[config.mk]
export PLATFORM = sky130hd
export DESIGN_NAME = dda_line_rasterizer
export DESIGN_NICKNAME = d
export VERILOG_FILES = /design/src/rtl/dda_pkg.sv /design/src/rtl/dda_front.sv /design/src/rtl/dda_queue.sv /design/src/rtl/dda_back.sv /design/src/rtl/dda_line_rasterizer.sv
export SDC_FILE = /design/constraint.sdc
export NUM_CORES = 1
export LEC_CHECK = 0
export CORE_ASPECT_RATIO = 0.75
export CORE_UTILIZATION = 47
export DETAILED_ROUTE_END_ITERATION = 10
export DONT_BUFFER_PORTS = 1
export PLACE_DENSITY_LB_ADDON = 0.2
export REMOVE_ABC_BUFFERS = 1
export SETUP_SLACK_MARGIN = 0.5
export SYNTH_ARGS = -nofsm -noshare
export SYNTH_HDL_FRONTEND = slang
export SYNTH_SLANG_ARGS = --single-unit
[constraint.sdc]
create_clock -name clk -period 4.9 [get_ports clk]
set_input_delay 0.98 -clock clk [delete_from_list [all_inputs] [get_ports clk]]
set_output_delay 0.98 -clock clk [all_outputs]
set_load 0.01 [all_outputs]
[src/rtl/dda_pkg.sv]
// Package for the DDA line rasterizer: tile and fixed-point constants,
// transaction structs, the line descriptor and the coordinate clamp.
// No dependencies.
package dda_pkg;

  localparam int TILE_SIZE     = 64;
  localparam int FRACTION_BITS = 16;
  localparam int COORD_W       = 6;
  localparam int QUOT_W        = COORD_W + FRACTION_BITS;
  localparam int INC_W         = FRACTION_BITS + 2;
  localparam int ACC_W         = COORD_W + FRACTION_BITS + 1;
  localparam int DIV_CNT_W     = $clog2(QUOT_W);
  localparam int Q_DEPTH       = 2;
  localparam int Q_PTR_W       = $clog2(Q_DEPTH);
  localparam int Q_CNT_W       = $clog2(Q_DEPTH + 1);

  typedef struct packed {
    logic [COORD_W-1:0] start_x;
    logic [COORD_W-1:0] start_y;
    logic [COORD_W-1:0] end_x;
    logic [COORD_W-1:0] end_y;
  } in_item_t;

  typedef struct packed {
    logic [COORD_W-1:0] pixel_x;
    logic [COORD_W-1:0] pixel_y;
    logic               last_pixel;
  } out_item_t;

  typedef struct packed {
    logic [COORD_W-1:0] x0;
    logic [COORD_W-1:0] y0;
    logic [INC_W-1:0]   xinc;
    logic [INC_W-1:0]   yinc;
    logic [COORD_W-1:0] len;
  } line_desc_t;

  typedef struct packed {
    logic full;
    logic empty;
  } q_status_t;

  function automatic logic [COORD_W-1:0] clamp_coord(input logic [COORD_W-1:0] c);
    clamp_coord = ({1'b0, c} >= (COORD_W+1)'(TILE_SIZE)) ? COORD_W'(TILE_SIZE - 1) : c;
  endfunction

endpackage

[src/rtl/dda_front.sv]
// Front end: accepts line transactions, finds the step count and divides
// both deltas by it, one quotient bit per cycle. Depends on dda_pkg.
module dda_front import dda_pkg::*; (
  input  logic       clk,
  input  logic       rst,
  input  logic       start,
  input  in_item_t   item,
  output logic       busy,
  input  q_status_t  q_stat,
  output logic       push,
  output line_desc_t desc
);

  typedef enum logic [2:0] {
    F_IDLE = 3'b001,
    F_DIV  = 3'b010,
    F_PUSH = 3'b100
  } front_state_t;

  front_state_t          state;
  logic [COORD_W-1:0]    x0, y0, len;
  logic                  xneg, yneg;
  logic [QUOT_W-1:0]     numx, numy;
  logic [COORD_W-1:0]    remx, remy;
  logic [DIV_CNT_W-1:0]  cnt;

  logic [COORD_W-1:0]    cx0, cy0, cx1, cy1, ax, ay, len_next;
  logic [COORD_W:0]      dx, dy, tx, ty, dvx, dvy;
  logic                  gex, gey;

  always_comb begin
    cx0 = clamp_coord(item.start_x);
    cy0 = clamp_coord(item.start_y);
    cx1 = clamp_coord(item.end_x);
    cy1 = clamp_coord(item.end_y);
    dx  = {1'b0, cx1} - {1'b0, cx0};
    dy  = {1'b0, cy1} - {1'b0, cy0};
    ax  = dx[COORD_W] ? COORD_W'(-dx) : dx[COORD_W-1:0];
    ay  = dy[COORD_W] ? COORD_W'(-dy) : dy[COORD_W-1:0];
    len_next = (ax >= ay) ? ax : ay;
  end

  always_comb begin
    tx  = {remx, numx[QUOT_W-1]};
    ty  = {remy, numy[QUOT_W-1]};
    gex = tx >= {1'b0, len};
    gey = ty >= {1'b0, len};
    dvx = tx - {1'b0, len};
    dvy = ty - {1'b0, len};
  end

  always_ff @(posedge clk) begin
    if (rst) begin
      state <= F_IDLE;
    end else begin
      unique case (state)
        F_IDLE: begin
          if (start && len_next != '0) begin
            state <= F_DIV;
          end
        end
        F_DIV: begin
          if (cnt == DIV_CNT_W'(QUOT_W - 1)) begin
            state <= F_PUSH;
          end
        end
        F_PUSH: begin
          if (!q_stat.full) begin
            state <= F_IDLE;
          end
        end
        default: state <= F_IDLE;
      endcase
    end
  end

  always_ff @(posedge clk) begin
    if (state == F_IDLE) begin
      x0   <= cx0;
      y0   <= cy0;
      len  <= len_next;
      xneg <= dx[COORD_W];
      yneg <= dy[COORD_W];
      numx <= {ax, FRACTION_BITS'(0)};
      numy <= {ay, FRACTION_BITS'(0)};
      remx <= '0;
      remy <= '0;
      cnt  <= '0;
    end else if (state == F_DIV) begin
      numx <= {numx[QUOT_W-2:0], gex};
      numy <= {numy[QUOT_W-2:0], gey};
      remx <= gex ? dvx[COORD_W-1:0] : tx[COORD_W-1:0];
      remy <= gey ? dvy[COORD_W-1:0] : ty[COORD_W-1:0];
      cnt  <= cnt + DIV_CNT_W'(1);
    end
  end

  assign busy = (state != F_IDLE);
  assign push = (state == F_PUSH) && !q_stat.full;

  always_comb begin
    desc.x0   = x0;
    desc.y0   = y0;
    desc.len  = len;
    desc.xinc = xneg ? (INC_W'(0) - numx[INC_W-1:0]) : numx[INC_W-1:0];
    desc.yinc = yneg ? (INC_W'(0) - numy[INC_W-1:0]) : numy[INC_W-1:0];
  end

endmodule

[src/rtl/dda_queue.sv]
// Two-entry descriptor queue between the front and back ends.
// Depends on dda_pkg.
module dda_queue import dda_pkg::*; (
  input  logic       clk,
  input  logic       rst,
  input  logic       push,
  input  line_desc_t wr_desc,
  input  logic       pop,
  output line_desc_t rd_desc,
  output q_status_t  q_stat
);

  line_desc_t          entries [Q_DEPTH];
  logic [Q_PTR_W-1:0]  wr_ptr, rd_ptr;
  logic [Q_CNT_W-1:0]  count;

  always_ff @(posedge clk) begin
    if (rst) begin
      wr_ptr <= '0;
      rd_ptr <= '0;
      count  <= '0;
    end else begin
      if (push) begin
        wr_ptr <= (wr_ptr == Q_PTR_W'(Q_DEPTH - 1)) ? '0 : wr_ptr + Q_PTR_W'(1);
      end
      if (pop) begin
        rd_ptr <= (rd_ptr == Q_PTR_W'(Q_DEPTH - 1)) ? '0 : rd_ptr + Q_PTR_W'(1);
      end
      if (push && !pop) begin
        count <= count + Q_CNT_W'(1);
      end else if (pop && !push) begin
        count <= count - Q_CNT_W'(1);
      end
    end
  end

  always_ff @(posedge clk) begin
    if (push) begin
      entries[wr_ptr] <= wr_desc;
    end
  end

  assign rd_desc      = entries[rd_ptr];
  assign q_stat.full  = (count == Q_CNT_W'(Q_DEPTH));
  assign q_stat.empty = (count == '0);

endmodule

[src/rtl/dda_back.sv]
// Back end: takes line descriptors from the queue and steps the two
// fixed-point accumulators, one pixel per cycle. Depends on dda_pkg.
module dda_back import dda_pkg::*; (
  input  logic       clk,
  input  logic       rst,
  input  q_status_t  q_stat,
  input  line_desc_t rd_desc,
  output logic       pop,
  output logic       strobe,
  output out_item_t  pixel
);

  logic               active;
  logic [COORD_W-1:0] remain;
  logic [ACC_W-1:0]   xacc, yacc;
  logic [INC_W-1:0]   xinc, yinc;

  assign pop = !active && !q_stat.empty;

  always_ff @(posedge clk) begin
    if (rst) begin
      active <= 1'b0;
      remain <= '0;
    end else if (pop) begin
      active <= 1'b1;
      remain <= rd_desc.len;
    end else if (active) begin
      remain <= remain - COORD_W'(1);
      if (remain == COORD_W'(1)) begin
        active <= 1'b0;
      end
    end
  end

  always_ff @(posedge clk) begin
    if (pop) begin
      xacc <= {1'b0, rd_desc.x0, FRACTION_BITS'(0)};
      yacc <= {1'b0, rd_desc.y0, FRACTION_BITS'(0)};
      xinc <= rd_desc.xinc;
      yinc <= rd_desc.yinc;
    end else if (active) begin
      xacc <= xacc + {{(ACC_W-INC_W){xinc[INC_W-1]}}, xinc};
      yacc <= yacc + {{(ACC_W-INC_W){yinc[INC_W-1]}}, yinc};
    end
  end

  assign strobe = active;

  always_comb begin
    pixel.pixel_x    = xacc[ACC_W-1] ? '0 : xacc[FRACTION_BITS +: COORD_W];
    pixel.pixel_y    = yacc[ACC_W-1] ? '0 : yacc[FRACTION_BITS +: COORD_W];
    pixel.last_pixel = active && (remain == COORD_W'(1));
  end

`ifndef ASSERT_OFF
  a_no_pop_empty: assert property (@(posedge clk) disable iff (rst)
    pop |-> !q_stat.empty) else $error("pop from empty queue");
  a_remain_nonzero: assert property (@(posedge clk) disable iff (rst)
    active |-> remain != '0) else $error("active line with zero count");
  a_gap_after_last: assert property (@(posedge clk) disable iff (rst)
    strobe && pixel.last_pixel |=> !strobe) else $error("pixel after last");
  a_line_continues: assert property (@(posedge clk) disable iff (rst)
    strobe && !pixel.last_pixel |=> strobe) else $error("line cut short");
`endif

endmodule

[src/rtl/dda_line_rasterizer.sv]
// DDA line rasterizer: one line transaction in, up to 63 pixel results out.
// From accept to first pixel: restoring divide, queue push, then pop into the back end.
// The one-bit-per-cycle divider and the one-pixel-per-cycle stepper overlap through a
// two-entry descriptor queue.
// Reset: synchronous rst empties the queue and idles both ends; results cannot stall.
// Depends on dda_pkg, dda_front, dda_queue and dda_back.
module dda_line_rasterizer import dda_pkg::*; (
  input  logic      clk,
  input  logic      rst,
  input  logic      start,
  output logic      busy,
  input  in_item_t  item,
  output logic      strobe,
  output out_item_t pixel
);

  q_status_t  q_stat;
  logic       push, pop;
  line_desc_t wr_desc, rd_desc;

  dda_front u_front (
    .clk    (clk),
    .rst    (rst),
    .start  (start),
    .item   (item),
    .busy   (busy),
    .q_stat (q_stat),
    .push   (push),
    .desc   (wr_desc)
  );

  dda_queue u_queue (
    .clk     (clk),
    .rst     (rst),
    .push    (push),
    .wr_desc (wr_desc),
    .pop     (pop),
    .rd_desc (rd_desc),
    .q_stat  (q_stat)
  );

  dda_back u_back (
    .clk     (clk),
    .rst     (rst),
    .q_stat  (q_stat),
    .rd_desc (rd_desc),
    .pop     (pop),
    .strobe  (strobe),
    .pixel   (pixel)
  );

endmodule

==> impl_summary.log, run 1 <==
INFO  metric cell_internal_pwr = 6.26 mW
INFO  metric yosys_register_bits = 286
INFO  metric grt_antenna_before_repair = 0
INFO  metric finalCritPeriodShare = 0.798
INFO  metric initial_util = 0.479
INFO  metric critical_path.cell_chain = inv_1, ha_1, fa_1, nor2b_1, o21a_1, o21ai_1, a21oi_2, inv_2, and2_1, xor2_1, ha_1, nand2_1, o21ai_0, nand3_1, nand2_1, nor2_1, and3_1, o211a_1, a21bo_1
INFO  metric core = 29200 sq um
INFO  metric achievable-frequency = about 260 MHz
INFO  metric report.final.slew_viol_count = 0
INFO  metric rsz0062_at_grt = false
INFO  metric timing.hold.worst.class = flop to flop
INFO  metric cts.sink_count = around 290
INFO  metric maxCapViolCount = 0
INFO  metric seq_power_share = 0.372
INFO  metric run_status = finished, final reports clean
INFO  metric power.clock.fraction = 0.219
INFO  metric yosys-top-cells-count = 188 x sky130_fd_sc_hd__edfxtp_1, 101 x sky130_fd_sc_hd__nand2_1, 98 x sky130_fd_sc_hd__dfxtp_1, 83 x sky130_fd_sc_hd__ha_1, 83 x sky130_fd_sc_hd__nor2_1
INFO  metric post_synthesis_cells = between 1000 and 1500
INFO  metric synth_fa_ha_area_frac = 0.0828
INFO  metric critical_path_required = 5330 ps
INFO  metric antenna_violating_nets_post_route = 0
INFO  metric yosysWarnings = 0
INFO  metric fp.dieArea = roughly 30000 sq um
INFO  metric vias_per_cell = ~5.5
INFO  metric tightest_slew = 1120 ps
INFO  metric wirelength = between 20 and 30 mm
INFO  metric muxShareOfSynthArea = 0.0465
INFO  metric clk_transition_reported_paths = approximately 60 ps
INFO  metric drt_first_iter_violations = ~520
INFO  metric synth-compound-area-share = 0.143
INFO  metric multiInputGateArea = roughly 6000 sq um
INFO  metric fraction_of_registers_with_async_set_or_reset_after_synthesis = 0
INFO  metric slew_headroom = 0.255
INFO  metric detailedRoute.firstPassIterationCount = 5
INFO  metric layout_cell_share_with_drive_strength_beyond_1 = 0.0957
INFO  metric globalRoute.totalOverflow = 0
INFO  metric sequential_cell_area = about 7600 sq um
INFO  metric power.ir.vdd_worst = between 0.3 and 0.4 mV
INFO  metric timing.final.setup_violations = 0
INFO  metric portBuffers = 0
INFO  metric grt_start_max_net_pins = 42
INFO  metric proportion_of_synthesized_chip_area_in_sequential_cells = 0.544
INFO  metric count_of_vias_placed_by_the_detailed_router = approximately 9000
INFO  metric grt_pass1_vias = about 8500
INFO  metric net-switching-power = between 3 and 4 mW
INFO  metric grt.total_usage = 0.192
INFO  metric groute.layer.met2.usage = 0.291
INFO  metric xor_xnor_portion_of_the_synthesized_cell_area = 0.0607
INFO  metric dominantRegCellSynth = sky130_fd_sc_hd__edfxtp_1
INFO  metric grt_first_pass_wirelength = ~46 mm
INFO  metric fin_setup_tns = 0 ps
INFO  metric clockRootBuffer = sky130_fd_sc_hd__clkbuf_16
INFO  metric wire_per_inst = about 18 um
INFO  metric use_met1 = 0.289
INFO  metric die_boundary_width = 201 um
INFO  metric yosys.cell_count.top_type = sky130_fd_sc_hd__edfxtp_1
INFO  metric top_level_ports = 42
INFO  metric syn_avg_cell_area = 11.5 sq um
INFO  metric powerDensity = roughly 650 nW/um^2
INFO  metric tritoncts = yes
INFO  metric syn_to_final_growth = 10.1%
INFO  metric finalHoldViolCount = 0
INFO  metric cp.arrival = between 4000 and 5000 ps
INFO  metric dp_hpwl = 19.6 mm
INFO  metric rows = 54
INFO  metric worst_setup_path_end_kind = flop
INFO  metric ant_diodes = 0
INFO  metric synth_largest_area_cell = sky130_fd_sc_hd__edfxtp_1
INFO  metric routabilityCongestion = roughly 0.8
INFO  metric synth_enable_flop_cells = around 190
INFO  metric worstSetupStartpointType = primary input
INFO  metric number_of_buffers_created_by_cts = 29
INFO  metric post_cts_buffers = 0
INFO  metric power.total = a little over 10 mW
INFO  metric synth.cell_area = between 10000 and 15000 sq um
INFO  metric postCtsResizedCells = 0
INFO  metric swShare = 0.380
INFO  metric ctsHoldBuffers = 0
INFO  metric critPathSlowestCell = sky130_fd_sc_hd__fa_1
INFO  metric groute.layer.met3.usage = 0.0271
INFO  metric dominant_cells_by_area_after_synthesis = sky130_fd_sc_hd__edfxtp_1 40%, sky130_fd_sc_hd__dfxtp_1 14%, sky130_fd_sc_hd__ha_1 7.4%
INFO  metric cp_max_stage_delay = 410 ps
INFO  metric worstSetupPathType = primary input to flop
INFO  metric distinct_cell_type_count_after_synthesis = 70
INFO  metric synth_simple_gate_area_frac = 0.0959
INFO  metric nNetsFinal = around 1300
INFO  metric p_comb_frac = 0.409
INFO  metric worstPathMaxFanout = 8
INFO  metric fp.dieH = 151 um
INFO  metric yosys.area.top_type_share = 0.403
INFO  metric finalWorstPathRequiredPeriod = 3910 ps
INFO  metric dominant_combinational_cell_family_by_area_after_synthesis = compound AO/OA/AOI/OAI gates
INFO  metric grt_most_used_layer = met2
INFO  metric fill_cells = ~2500
INFO  metric leakagePower = 5.93 nW
INFO  metric clock_insertion_delay_worst_skew = 550 ps
INFO  metric h_tree_levels = 1
INFO  metric remaining_drc_errors = 0
INFO  metric worst_clock_skew = 22.2 ps
INFO  metric clockBufferDepth = 3
[through the flow]
step / hold WS, ps / utilization / std cells / cell area (sq um) / setup WS (ps)
2_1_floorplan: 421 / - / 1178 / 13900 / 889
3_3_place_gp: 426 / 0.496 / 1583 / 14500 / 579
3_5_place_dp: 438 / 0.496 / 1583 / 14500 / 482
4_1_cts: 453 / 0.528 / 1636 / 15400 / 1050
5_1_grt: 463 / 0.528 / 1636 / 15400 / 742
6_report: 450 / 0.528 / 1636 / 15400 / 992
[power by group through the flow]
| stage | clock network, mW | registers [mW] | logic, mW |
|---|---|---|---|
| after global placement | 0 | 3.79 | 4.03 |
| after global routing | 2.34 | 3.82 | 4.60 |
| after CTS | 2.26 | 3.76 | 4.14 |
| after detailed placement | 0 | 3.80 | 4.11 |
| final | 2.21 | 3.75 | 4.13 |
| after floorplan | 0 | 3.66 | 3.06 |
[per-layer routing]
layer,share of wire,wire (um)
met5,0,0
met4,0.017,501
met3,0.040,1180
met2,0.43,12400
met1,0.52,15100
[path summary, 6_finish.rpt]
path | startpoint | endpoint | slack [ps] | cells after the start
setup / recovery | item[6] | u_front.state[0]$_SDFFE_PP1P_ | 990 | 19
hold / removal | u_front.y0[5]$_DFFE_PP_ | u_queue.entries[1][47]$_DFFE_PP_ | 450 | 0
hold reg to reg | u_front.y0[5]$_DFFE_PP_ | u_queue.entries[1][47]$_DFFE_PP_ | 450 | 0
setup reg to reg | u_back.xinc[1]$_DFFE_PP_ | u_back.xacc[21]$_DFFE_PP_ | 1860 | 10
[cell type report]
type                            instances  area share
Multi-Input combinational cell        825       0.390
Inverter                               67      0.0163
Sequential cell                       286       0.494
Timing Repair Buffer                   13     0.00633
Tap cell                              392      0.0318
Clock buffer                           35      0.0485
Clock inverter                         18      0.0129
[state kept, by name (all words and copies together), names as in the netlist, named ones only]
register         cells
u_queue.wr_ptr       1
u_front.remx         6
u_front.cnt          5
u_front.state        3
u_back.yinc         18
u_front.numx        22
u_back.strobe        1
u_front.remy         6
u_back.yacc         23
u_back.xinc         18
u_front.xneg         1
u_front.x0           6
u_back.xacc         23
u_front.len          6
u_queue.rd_ptr       1
u_front.numy        22
u_queue.count        2
u_back.remain        6
u_front.yneg         1
u_queue.entries    108
u_front.y0           6
[logic make-up (layout without fill, tap and decap cells)]
group / after synthesis / count (layout)
mux: 60 / 60
xor+xnor: 97 / 97
fa+ha+maj: 89 / 89
compound gates: 289 / 289
simple gates: 290 / 290
flops: 286 / 286
buf+inv: 104 / 133
[worst max-delay path: cells and delay by family]
kind | cells | cell delay, ps
simple gates | 7 | 1020
fa+ha+maj | 3 | 970
compound gates | 6 | 1040
xor+xnor | 1 | 190
buf+inv | 2 | 110
[placed cells by master (no fill, tap or decap), types with 21 or more instances in the layout]
cell type and instances:
sky130_fd_sc_hd__edfxtp_1 188, sky130_fd_sc_hd__nand2_1 101, sky130_fd_sc_hd__dfxtp_1 97, sky130_fd_sc_hd__ha_1 83
sky130_fd_sc_hd__nor2_1 82, sky130_fd_sc_hd__o21ai_0 69, sky130_fd_sc_hd__inv_1 65, sky130_fd_sc_hd__xnor2_1 63
sky130_fd_sc_hd__a21oi_1 50, sky130_fd_sc_hd__mux2_2 40, sky130_fd_sc_hd__a22o_1 35, sky130_fd_sc_hd__xor2_1 34
sky130_fd_sc_hd__clkbuf_16 29, sky130_fd_sc_hd__nor2b_1 24, sky130_fd_sc_hd__nor3_1 21
Note: power is estimated with default switching activity, not from simulation.
==> run 2, diff against run 1 <==
ABC_AREA = 1   (was default)
clock period = 3.5 ns   (was 4.9 ns; I/O delays follow)
==> run 2 against run 1 <==
Net effect: combinational power up 54%; worst setup slack worse by 360 ps; clock-buffer cell count down 2; synthesized cell count up 35%; largest cell class unchanged; register-to-register slack worse by 930 ps; global-route usage up 2.0 points; critical path depth up 3; sequential share of layout area down 4.7 points; hold slack worse by 240 ps; first-iteration DRC count up 66%; cell count up 29%; clock skew down 12 ps.
==> impl_summary.log, run 2 <==
INFO  metric synth_enable_flop_cells = 188 (unchanged)
INFO  metric finish.cell_count_without_fillers = 2107 (+29%)
INFO  metric core = 31400 sq um (+7.5%)
INFO  metric wirelength = 34.6 mm (+18%)
INFO  metric slew_headroom = 0.435 (+0.181)
INFO  metric rows = 56 (+3.7%)
INFO  metric most_common_cell_after_layout_fill_and_taps_aside = sky130_fd_sc_hd__nand2_1
INFO  metric tightest_slew = 846 ps (-272 ps)
INFO  metric groute.layer.met2.usage = 0.312 (+0.0213)
INFO  metric wire_per_inst = 16.4 um (-8.0%)
INFO  metric largest_register_ffs = 108 (unchanged)
INFO  metric die_boundary_width = 209 um (+3.7%)
INFO  metric critPathLaunch = item[0]
INFO  metric clockBufferDepth = 3 (unchanged)
INFO  metric rsz0062_at_grt = false
INFO  metric antenna_violating_nets_post_route = 0 (unchanged)
INFO  metric worstReg2RegStart = u_back.yacc[0]$_SDFFE_PP0P_
INFO  metric timing.hold.worst.class = primary input to flop
INFO  metric finalHoldViolCount = 0 (unchanged)
INFO  metric synth.cell_area = 15000 sq um (+7.5%)
INFO  metric grt_pass1_vias = 10400 (+22%)
INFO  metric yosys.cell_count.top_type = sky130_fd_sc_hd__nand2_1
INFO  metric regMostFlops = u_queue.entries
INFO  metric worstPathMaxFanout = 6 (-2)
INFO  metric remaining_drc_errors = 0 (unchanged)
INFO  metric cts.sink_count = 286 (unchanged)
INFO  metric worst_clock_skew = 10.2 ps (-11.9 ps)
INFO  metric placed_cells = 2044 (+29%)
INFO  metric tritoncts = yes
INFO  metric routabilityCongestion = 0.908 (+10%)
INFO  metric grt_antenna_before_repair = 0 (unchanged)
INFO  metric clock_insertion_delay_worst_skew = 560 ps (about the same)
INFO  metric post-route-util = 0.543 (+0.0150)
INFO  metric final_cell_mix = 280 x sky130_fd_sc_hd__nand2_1, 192 x sky130_fd_sc_hd__inv_1, 188 x sky130_fd_sc_hd__edfxtp_1, 118 x sky130_fd_sc_hd__a21oi_1, 118 x sky130_fd_sc_hd__o21ai_0
INFO  metric number_of_buffers_created_by_cts = 29 (unchanged)
INFO  metric clk_transition_reported_paths = 60 ps (about the same)
INFO  metric yosys-top-cells-count = 301 x sky130_fd_sc_hd__nand2_1, 203 x sky130_fd_sc_hd__inv_1, 188 x sky130_fd_sc_hd__edfxtp_1, 120 x sky130_fd_sc_hd__a21oi_1, 119 x sky130_fd_sc_hd__nor2_1
INFO  metric pre_cts_slack = -201 ps (-682 ps)
INFO  metric worstSetupPathType = primary input to flop
INFO  metric run_status = finished, final reports clean
INFO  metric worst_setup_path_end_kind = flop
INFO  metric worstSetupStartpointType = primary input
INFO  metric initial_util = 0.479 (about the same)
INFO  metric report.final.slew_viol_count = 0 (unchanged)
INFO  metric distinct_cell_type_count_after_synthesis = 50 (-29%)
INFO  metric detailedRoute.firstPassIterationCount = 5 (unchanged)
INFO  metric yosysWarnings = 0 (unchanged)
INFO  metric ctsHoldBuffers = 0 (unchanged)
INFO  metric grt_most_used_layer = met1
INFO  metric leakagePower = 7.17 nW (+21%)
INFO  metric power.ir.vdd_worst = 0.473 mV (+45%)
INFO  metric drt_first_iter_violations = 869 (+66%)
INFO  metric h_tree_levels = 1 (unchanged)
INFO  metric count_of_vias_placed_by_the_detailed_router = 11300 (+26%)
INFO  metric cp.arrival = 3320 ps (-1010 ps)
INFO  metric nNetsFinal = 1795 (+34%)
INFO  metric hold_path_startpoint = rst
INFO  metric post_synthesis_cells = 1637 (+35%)
INFO  metric finalCritPeriodShare = 0.821
INFO  metric syn_to_final_growth = 13.3%
INFO  metric use_met1 = 0.327 (+0.0373)
INFO  metric yosys.area.top_type_share = 0.375 (-0.0282)
INFO  metric synth_largest_area_cell = sky130_fd_sc_hd__edfxtp_1
INFO  metric layout_cell_share_with_drive_strength_beyond_1 = 0.145 (+0.0490)
INFO  metric largest_registers = u_queue.entries (108), u_back.xacc (23), u_back.yacc (23)
INFO  metric grt_first_pass_wirelength = 55.1 mm (+20%)
INFO  metric fp.dieArea = 32700 sq um (+7.4%)
INFO  metric vias_per_cell = 5.35 (-2.4%)
INFO  metric critical_path_required = 3940 ps (-1390 ps)
INFO  metric powerDensity = 859 nW/um^2 (+31%)
INFO  metric grt_start_max_net_pins = 58 (+38%)
INFO  metric power.total = 14.7 mW (+45%)
INFO  metric dominant_cells_by_area_after_synthesis = sky130_fd_sc_hd__edfxtp_1 38%, sky130_fd_sc_hd__dfxtp_1 13%, sky130_fd_sc_hd__nand2_1 7.5%
INFO  metric dominantRegCellSynth = sky130_fd_sc_hd__edfxtp_1
INFO  metric syn_avg_cell_area = 9.19 sq um (-20%)
INFO  metric yosys_register_bits = 286 (unchanged)
INFO  metric top_level_ports = 42 (unchanged)
INFO  metric portBuffers = 0 (unchanged)
INFO  metric proportion_of_synthesized_chip_area_in_sequential_cells = 0.506 (-0.0380)
INFO  metric maxCapViolCount = 0 (unchanged)
INFO  metric timing.final.setup_violations = 0 (unchanged)
INFO  metric achievable-frequency = ~350 MHz
INFO  metric fraction_of_registers_with_async_set_or_reset_after_synthesis = 0 (unchanged)
INFO  metric clockRootBuffer = sky130_fd_sc_hd__clkbuf_16
INFO  metric dp_hpwl = 24.4 mm (+25%)
INFO  metric ant_diodes = 0 (unchanged)
INFO  metric grt.total_usage = 0.212 (+0.0198)
INFO  metric groute.layer.met3.usage = 0.0385 (+0.0114)
INFO  metric globalRoute.totalOverflow = 0 (unchanged)
INFO  metric finalWorstPathRequiredPeriod = 2870 ps
INFO  metric fp.dieH = 157 um (+3.6%)
INFO  metric setup_slack = 628 ps (-364 ps)
-- run 2: where the power goes --
part	switching (mW)	internal, mW	total [mW]
sequential	0.505	4.60	5.11
combinational	4.11	2.24	6.35
clock	1.34	1.85	3.19
total	5.96	8.69	14.7
-- run 2: layer usage --
metal | share of wire | up-vias
li1 | - | 5685
met5 | 0 | -
met1 | 0.52 | 5293
met2 | 0.41 | 252
met3 | 0.056 | 46
met4 | 0.014 | 0
-- run 2: worst max-delay path, cell delays in order --
cell and delay, ps:
sky130_fd_sc_hd__inv_4 20, sky130_fd_sc_hd__ha_4 150, sky130_fd_sc_hd__fa_2 580, sky130_fd_sc_hd__ha_4 150, sky130_fd_sc_hd__inv_1 50, sky130_fd_sc_hd__a21oi_2 110
sky130_fd_sc_hd__nand3_2 100, sky130_fd_sc_hd__nand3_2 100, sky130_fd_sc_hd__nand2_4 80, sky130_fd_sc_hd__ha_4 270, sky130_fd_sc_hd__nand2_4 50, sky130_fd_sc_hd__inv_2 50
sky130_fd_sc_hd__nand2_2 40, sky130_fd_sc_hd__nand2_2 80, sky130_fd_sc_hd__inv_2 60, sky130_fd_sc_hd__nand2_4 90, sky130_fd_sc_hd__buf_4 110, sky130_fd_sc_hd__nand3_1 110
sky130_fd_sc_hd__nand2_2 90, sky130_fd_sc_hd__nand3_2 90, sky130_fd_sc_hd__o21bai_1 130, sky130_fd_sc_hd__a21oi_1 70
-- run 2: metrics by stage --
stage                     instance area (sq um)  setup TNS (ps)  hold WS (ps)
final                                     17000               0           212
after floorplan                           14900          -47500           421
after global routing                      17000               0           179
after detailed placement                  15700            -384           432
after global placement                    15700            -203           424
after CTS                                 16800               0           186
-- run 2: cells by family (layout without fill, tap and decap cells) --
logic type               Yosys count  count (layout)  synth area share
flip-flops                       286             286             0.506
buffers and inverters            250             314            0.0637
multiplexers                      51              51            0.0373
AO/OA/AOI/OAI                    325             325             0.120
adder cells (fa/ha/maj)           89              89            0.0770
XOR/XNOR                          51              51            0.0297
AND/OR/NAND/NOR                  585             585             0.167
-- run 2: worst paths after layout --
check	end	cells past startpoint	slack [ps]
worst max-delay path	u_front.state[1]$_SDFFE_PP0P_	22	630
worst min-delay path	u_back.remain[4]$_SDFFE_PP0P_	1	210
worst max register to register	u_back.yacc[16]$_DFFE_PP_	11	930
worst min register to register	u_queue.entries[0][43]$_DFFE_PP_	0	450
-- run 2: repair_timing --
action | in CTS | in global routing
endpoints found under the hold margin | 0 | 0
buffers inserted | 1 | 9
pin swaps | 8 | 38
gates resized for setup | 12 | 59
gates cloned | 0 | 0
setup endpoints to repair | 2 | 8
-- run 2: area by class of cell --
class                      instances  area (sq um)
inverter                         210           791
tap                              406           508
fill                            2775         14300
sequential                       286          7610
multi-input combinational       1101          6770
timing repair buffer              51           399
clock buffer                      33           751
clock inverter                    20           223
==> run 3, diff against run 2 <==
ABC_AREA = 0   (was 1)
clock period = 2.6 ns   (was 3.5 ns; I/O delays follow)
==> run 3 against run 2 <==
Net effect: the flow now finishes with violations (negative setup slack); clock-buffer cell count increased by 2; clock skew decreased by 2.3 ps; die area decreased by 6.9%; non-clock buffer count increased by 149; hold slack got worse by 180 ps; clock power increased by 23%; worst setup slack got worse by 920 ps.
==> impl_summary.log, run 3 (synthesized netlist as in run 1, its figures left out) <==
INFO  metric placed_cells = 1676 (-18%)
INFO  metric powerDensity = 1240 nW/um^2 (+44%)
INFO  metric worst_hold_slack = 35.7 ps (-177 ps)
INFO  metric timing.hold.worst.class = primary input to flop
INFO  metric finalCritPeriodShare = 1.11
INFO  metric critical_path_required = 3040 ps (-900 ps)
INFO  metric globalRoute.totalOverflow = 0 (unchanged)
INFO  metric ant_diodes = 0 (unchanged)
INFO  metric tritoncts = yes
INFO  metric clockBufferDepth = 3 (unchanged)
INFO  metric use_met1 = 0.308 (-0.0187)
INFO  metric grt_start_max_net_pins = 43 (-26%)
INFO  metric largest_register_ffs = 108 (unchanged)
INFO  metric critical_path.cell_chain = inv_8, ha_4, fa_2, nor2b_1, o21a_1, o21ai_2, a21oi_2, inv_2, and2_4, xor2_4, ha_4, nand2_2, o21ai_2, nand3_2, nand2_4, nor2_4, and3_4, o211a_1, a21bo_1
INFO  metric setup_slack = -290 ps (-918 ps)
INFO  metric grt_antenna_before_repair = 0 (unchanged)
INFO  metric rows = 54 (-3.6%)
INFO  metric finish.cell_count_without_fillers = 1823 (-13%)
INFO  metric groute.layer.met3.usage = 0.0314 (-0.00710)
INFO  metric path_buf_inv = 2 (-3)
INFO  metric portBuffers = 0 (unchanged)
INFO  metric core = 29200 sq um (-7.0%)
INFO  metric slew_headroom = 0.420 (-0.0150)
INFO  metric cp.arrival = 3330 ps (about the same)
INFO  metric largest_registers = u_queue.entries (108), u_back.xacc (23), u_back.yacc (23)
INFO  metric top_level_ports = 42 (unchanged)
INFO  metric grt.total_usage = 0.209 (-0.00321)
INFO  metric report.final.slew_viol_count = 0 (unchanged)
INFO  metric worstSetupStartpointType = primary input
INFO  metric worst_hold_path.endpoint = u_back.remain[2]$_SDFFE_PP0P_
INFO  metric run_status = finished, violations left
INFO  metric critPathSlowestCell = sky130_fd_sc_hd__fa_2
INFO  metric grt_pass1_vias = 9412 (-9.2%)
INFO  metric dp_hpwl = 20.8 mm (-15%)
INFO  metric critical_path.reg2reg.endpoint = u_back.xacc[20]$_DFFE_PP_
INFO  metric ff2ff_path_depth = 13 (+2)
INFO  metric fp.dieH = 151 um (-3.5%)
INFO  metric leakagePower = 7.13 nW (-0.52%)
INFO  metric initial_util = 0.479 (about the same)
INFO  metric worst_setup_path_end_kind = flop
INFO  metric clock_insertion_delay_worst_skew = 540 ps (-20 ps)
INFO  metric groute.layer.met2.usage = 0.325 (+0.0129)
INFO  metric nNetsFinal = 1525 (-15%)
INFO  metric layout_cell_share_with_drive_strength_beyond_1 = 0.340 (+0.196)
INFO  metric regToRegSetupSlack = -260 ps (-1190 ps)
INFO  metric timing.final.setup_violations = 19 (+19)
INFO  metric h_tree_levels = 1 (unchanged)
INFO  metric routabilityCongestion = 0.855 (-5.9%)
INFO  metric worstReg2RegStart = u_back.xinc[0]$_DFFE_PP_
INFO  metric clockRootBuffer = sky130_fd_sc_hd__clkbuf_16
INFO  metric worstSetupPathType = primary input to flop
INFO  metric power.ir.vdd_worst = 0.600 mV (+27%)
INFO  metric die_boundary_width = 201 um (-3.5%)
INFO  metric hold_depth = 1 (unchanged)
INFO  metric fp.dieArea = 30500 sq um (-6.9%)
INFO  metric cts.sink_count = 286 (unchanged)
INFO  metric vias_per_cell = 5.42 (+1.3%)
INFO  metric achievable-frequency = roughly 350 MHz
INFO  metric failed_checks = negative setup slack
INFO  metric rsz0062_at_grt = true
INFO  metric fill_cells = 2255 (-19%)
INFO  metric worstPathMaxFanout = 6 (unchanged)
INFO  metric wirelength = 33.0 mm (-4.5%)
INFO  metric grt_first_pass_wirelength = 50.2 mm (-8.8%)
INFO  metric antenna_violating_nets_post_route = 0 (unchanged)
INFO  metric hold_path_startpoint = rst
INFO  metric cp_max_stage_delay = 340 ps (-240 ps)
INFO  metric detailedRoute.firstPassIterationCount = 5 (unchanged)
INFO  metric syn_to_final_growth = 30.3%
INFO  metric number_of_buffers_created_by_cts = 28 (-3.4%)
INFO  metric wire_per_inst = 18.1 um (+10%)
INFO  metric tightest_slew = 870 ps (+23.8 ps)
INFO  metric power.total = 22.6 mW (+54%)
INFO  metric remaining_drc_errors = 0 (unchanged)
INFO  metric drt_first_iter_violations = 551 (-37%)
INFO  metric finalWorstPathRequiredPeriod = a little under 3000 ps
INFO  metric grt_most_used_layer = met2
INFO  metric count_of_vias_placed_by_the_detailed_router = 9882 (-12%)
INFO  metric worst_clock_skew = 7.90 ps (-2.33 ps)
INFO  metric post-route-util = 0.625 (+0.0815)
INFO  metric pre_cts_slack = -1100 ps (-898 ps)
INFO  metric maxCapViolCount = 0 (unchanged)
INFO  metric regMostFlops = u_queue.entries
INFO  metric cpLargestDelayFamily = compound AO/OA/AOI/OAI gates
INFO  metric final_cell_mix = 188 x sky130_fd_sc_hd__edfxtp_1, 132 x sky130_fd_sc_hd__buf_4, 91 x sky130_fd_sc_hd__nand2_1, 88 x sky130_fd_sc_hd__dfxtp_1, 67 x sky130_fd_sc_hd__nor2_1
INFO  metric clk_transition_reported_paths = 60 ps (about the same)
INFO  metric most_common_cell_after_layout_fill_and_taps_aside = sky130_fd_sc_hd__edfxtp_1
INFO  metric finalHoldViolCount = 0 (unchanged)
## run 3: cell count changes in the layout (fill, tap and decap cells not counted), sizes merged, moves of 12 or more
cell,previous run,this run
o21a,0,17
inv,214,66
a21oi,123,55
xnor2,16,63
nand3,84,8
buf,51,200
a22o,2,35
nand2,315,101
nand4,22,4
nor2,121,83
nor2b,0,25
a21o,6,18
nand2b,0,13
o21ai,138,81
## run 3: final cells by class
class / count / area (sq um) / area share
Clock buffer: 35 / 778 / 0.0427
Clock inverter: 17 / 114 / 0.00625
Inverter: 67 / 264 / 0.0145
Multi-Input combinational cell: 826 / 7130 / 0.391
Sequential cell: 286 / 7620 / 0.418
Tap cell: 392 / 490 / 0.0269
Timing Repair Buffer: 200 / 1840 / 0.101
## run 3: through the flow
| step | cell area, sq um | setup TNS, ps |
|---|---|---|
| final | 18200 | -2580 |
| after global routing | 18200 | -5230 |
| after CTS | 17400 | -2320 |
| after detailed placement | 15200 | -9900 |
| after global placement | 15200 | -9010 |
| after floorplan | 13900 | -113750 |
## run 3: routing by layer
metal / share of wire / vias up
met2: 0.46 / 156
li1: - / 4834
met4: 0.017 / 0
met1: 0.48 / 4848
met3: 0.042 / 44
met5: 0 / -
## run 3: worst max-delay path by stage
stage / slack [ps] / startpoint / cells past startpoint / to
3_3_place_gp: -1070 / item[0] / 20 / u_front.state[0]$_SDFFE_PP1P_
6_report: -290 / item[6] / 19 / u_front.state[0]$_SDFFE_PP1P_
3_5_place_dp: -1100 / item[0] / 20 / u_front.state[0]$_SDFFE_PP1P_
5_1_grt: -430 / item[0] / 20 / u_front.state[0]$_SDFFE_PP1P_
4_1_cts: -290 / item[6] / 19 / u_front.state[0]$_SDFFE_PP1P_
2_1_floorplan: -1090 / u_back.strobe$_SDFF_PP0_ / 2 / u_back.xacc[16]$_DFFE_PP_
## run 3: power by group
part / switching [mW] / internal, mW / total, mW
Sequential: 0.791 / 6.28 / 7.08
Combinational: 6.10 / 5.50 / 11.6
Clock: 1.71 / 2.22 / 3.92
Total: 8.59 / 14.0 / 22.6
## run 3: repair_timing
action                     CTS  global route
pin swaps                  115            84
setup buffers               65            28
hold endpoints to repair     0             0
gates resized for setup    191           126
hold buffers                 0             0
cloned                       2             0
setup endpoints to repair   65           134
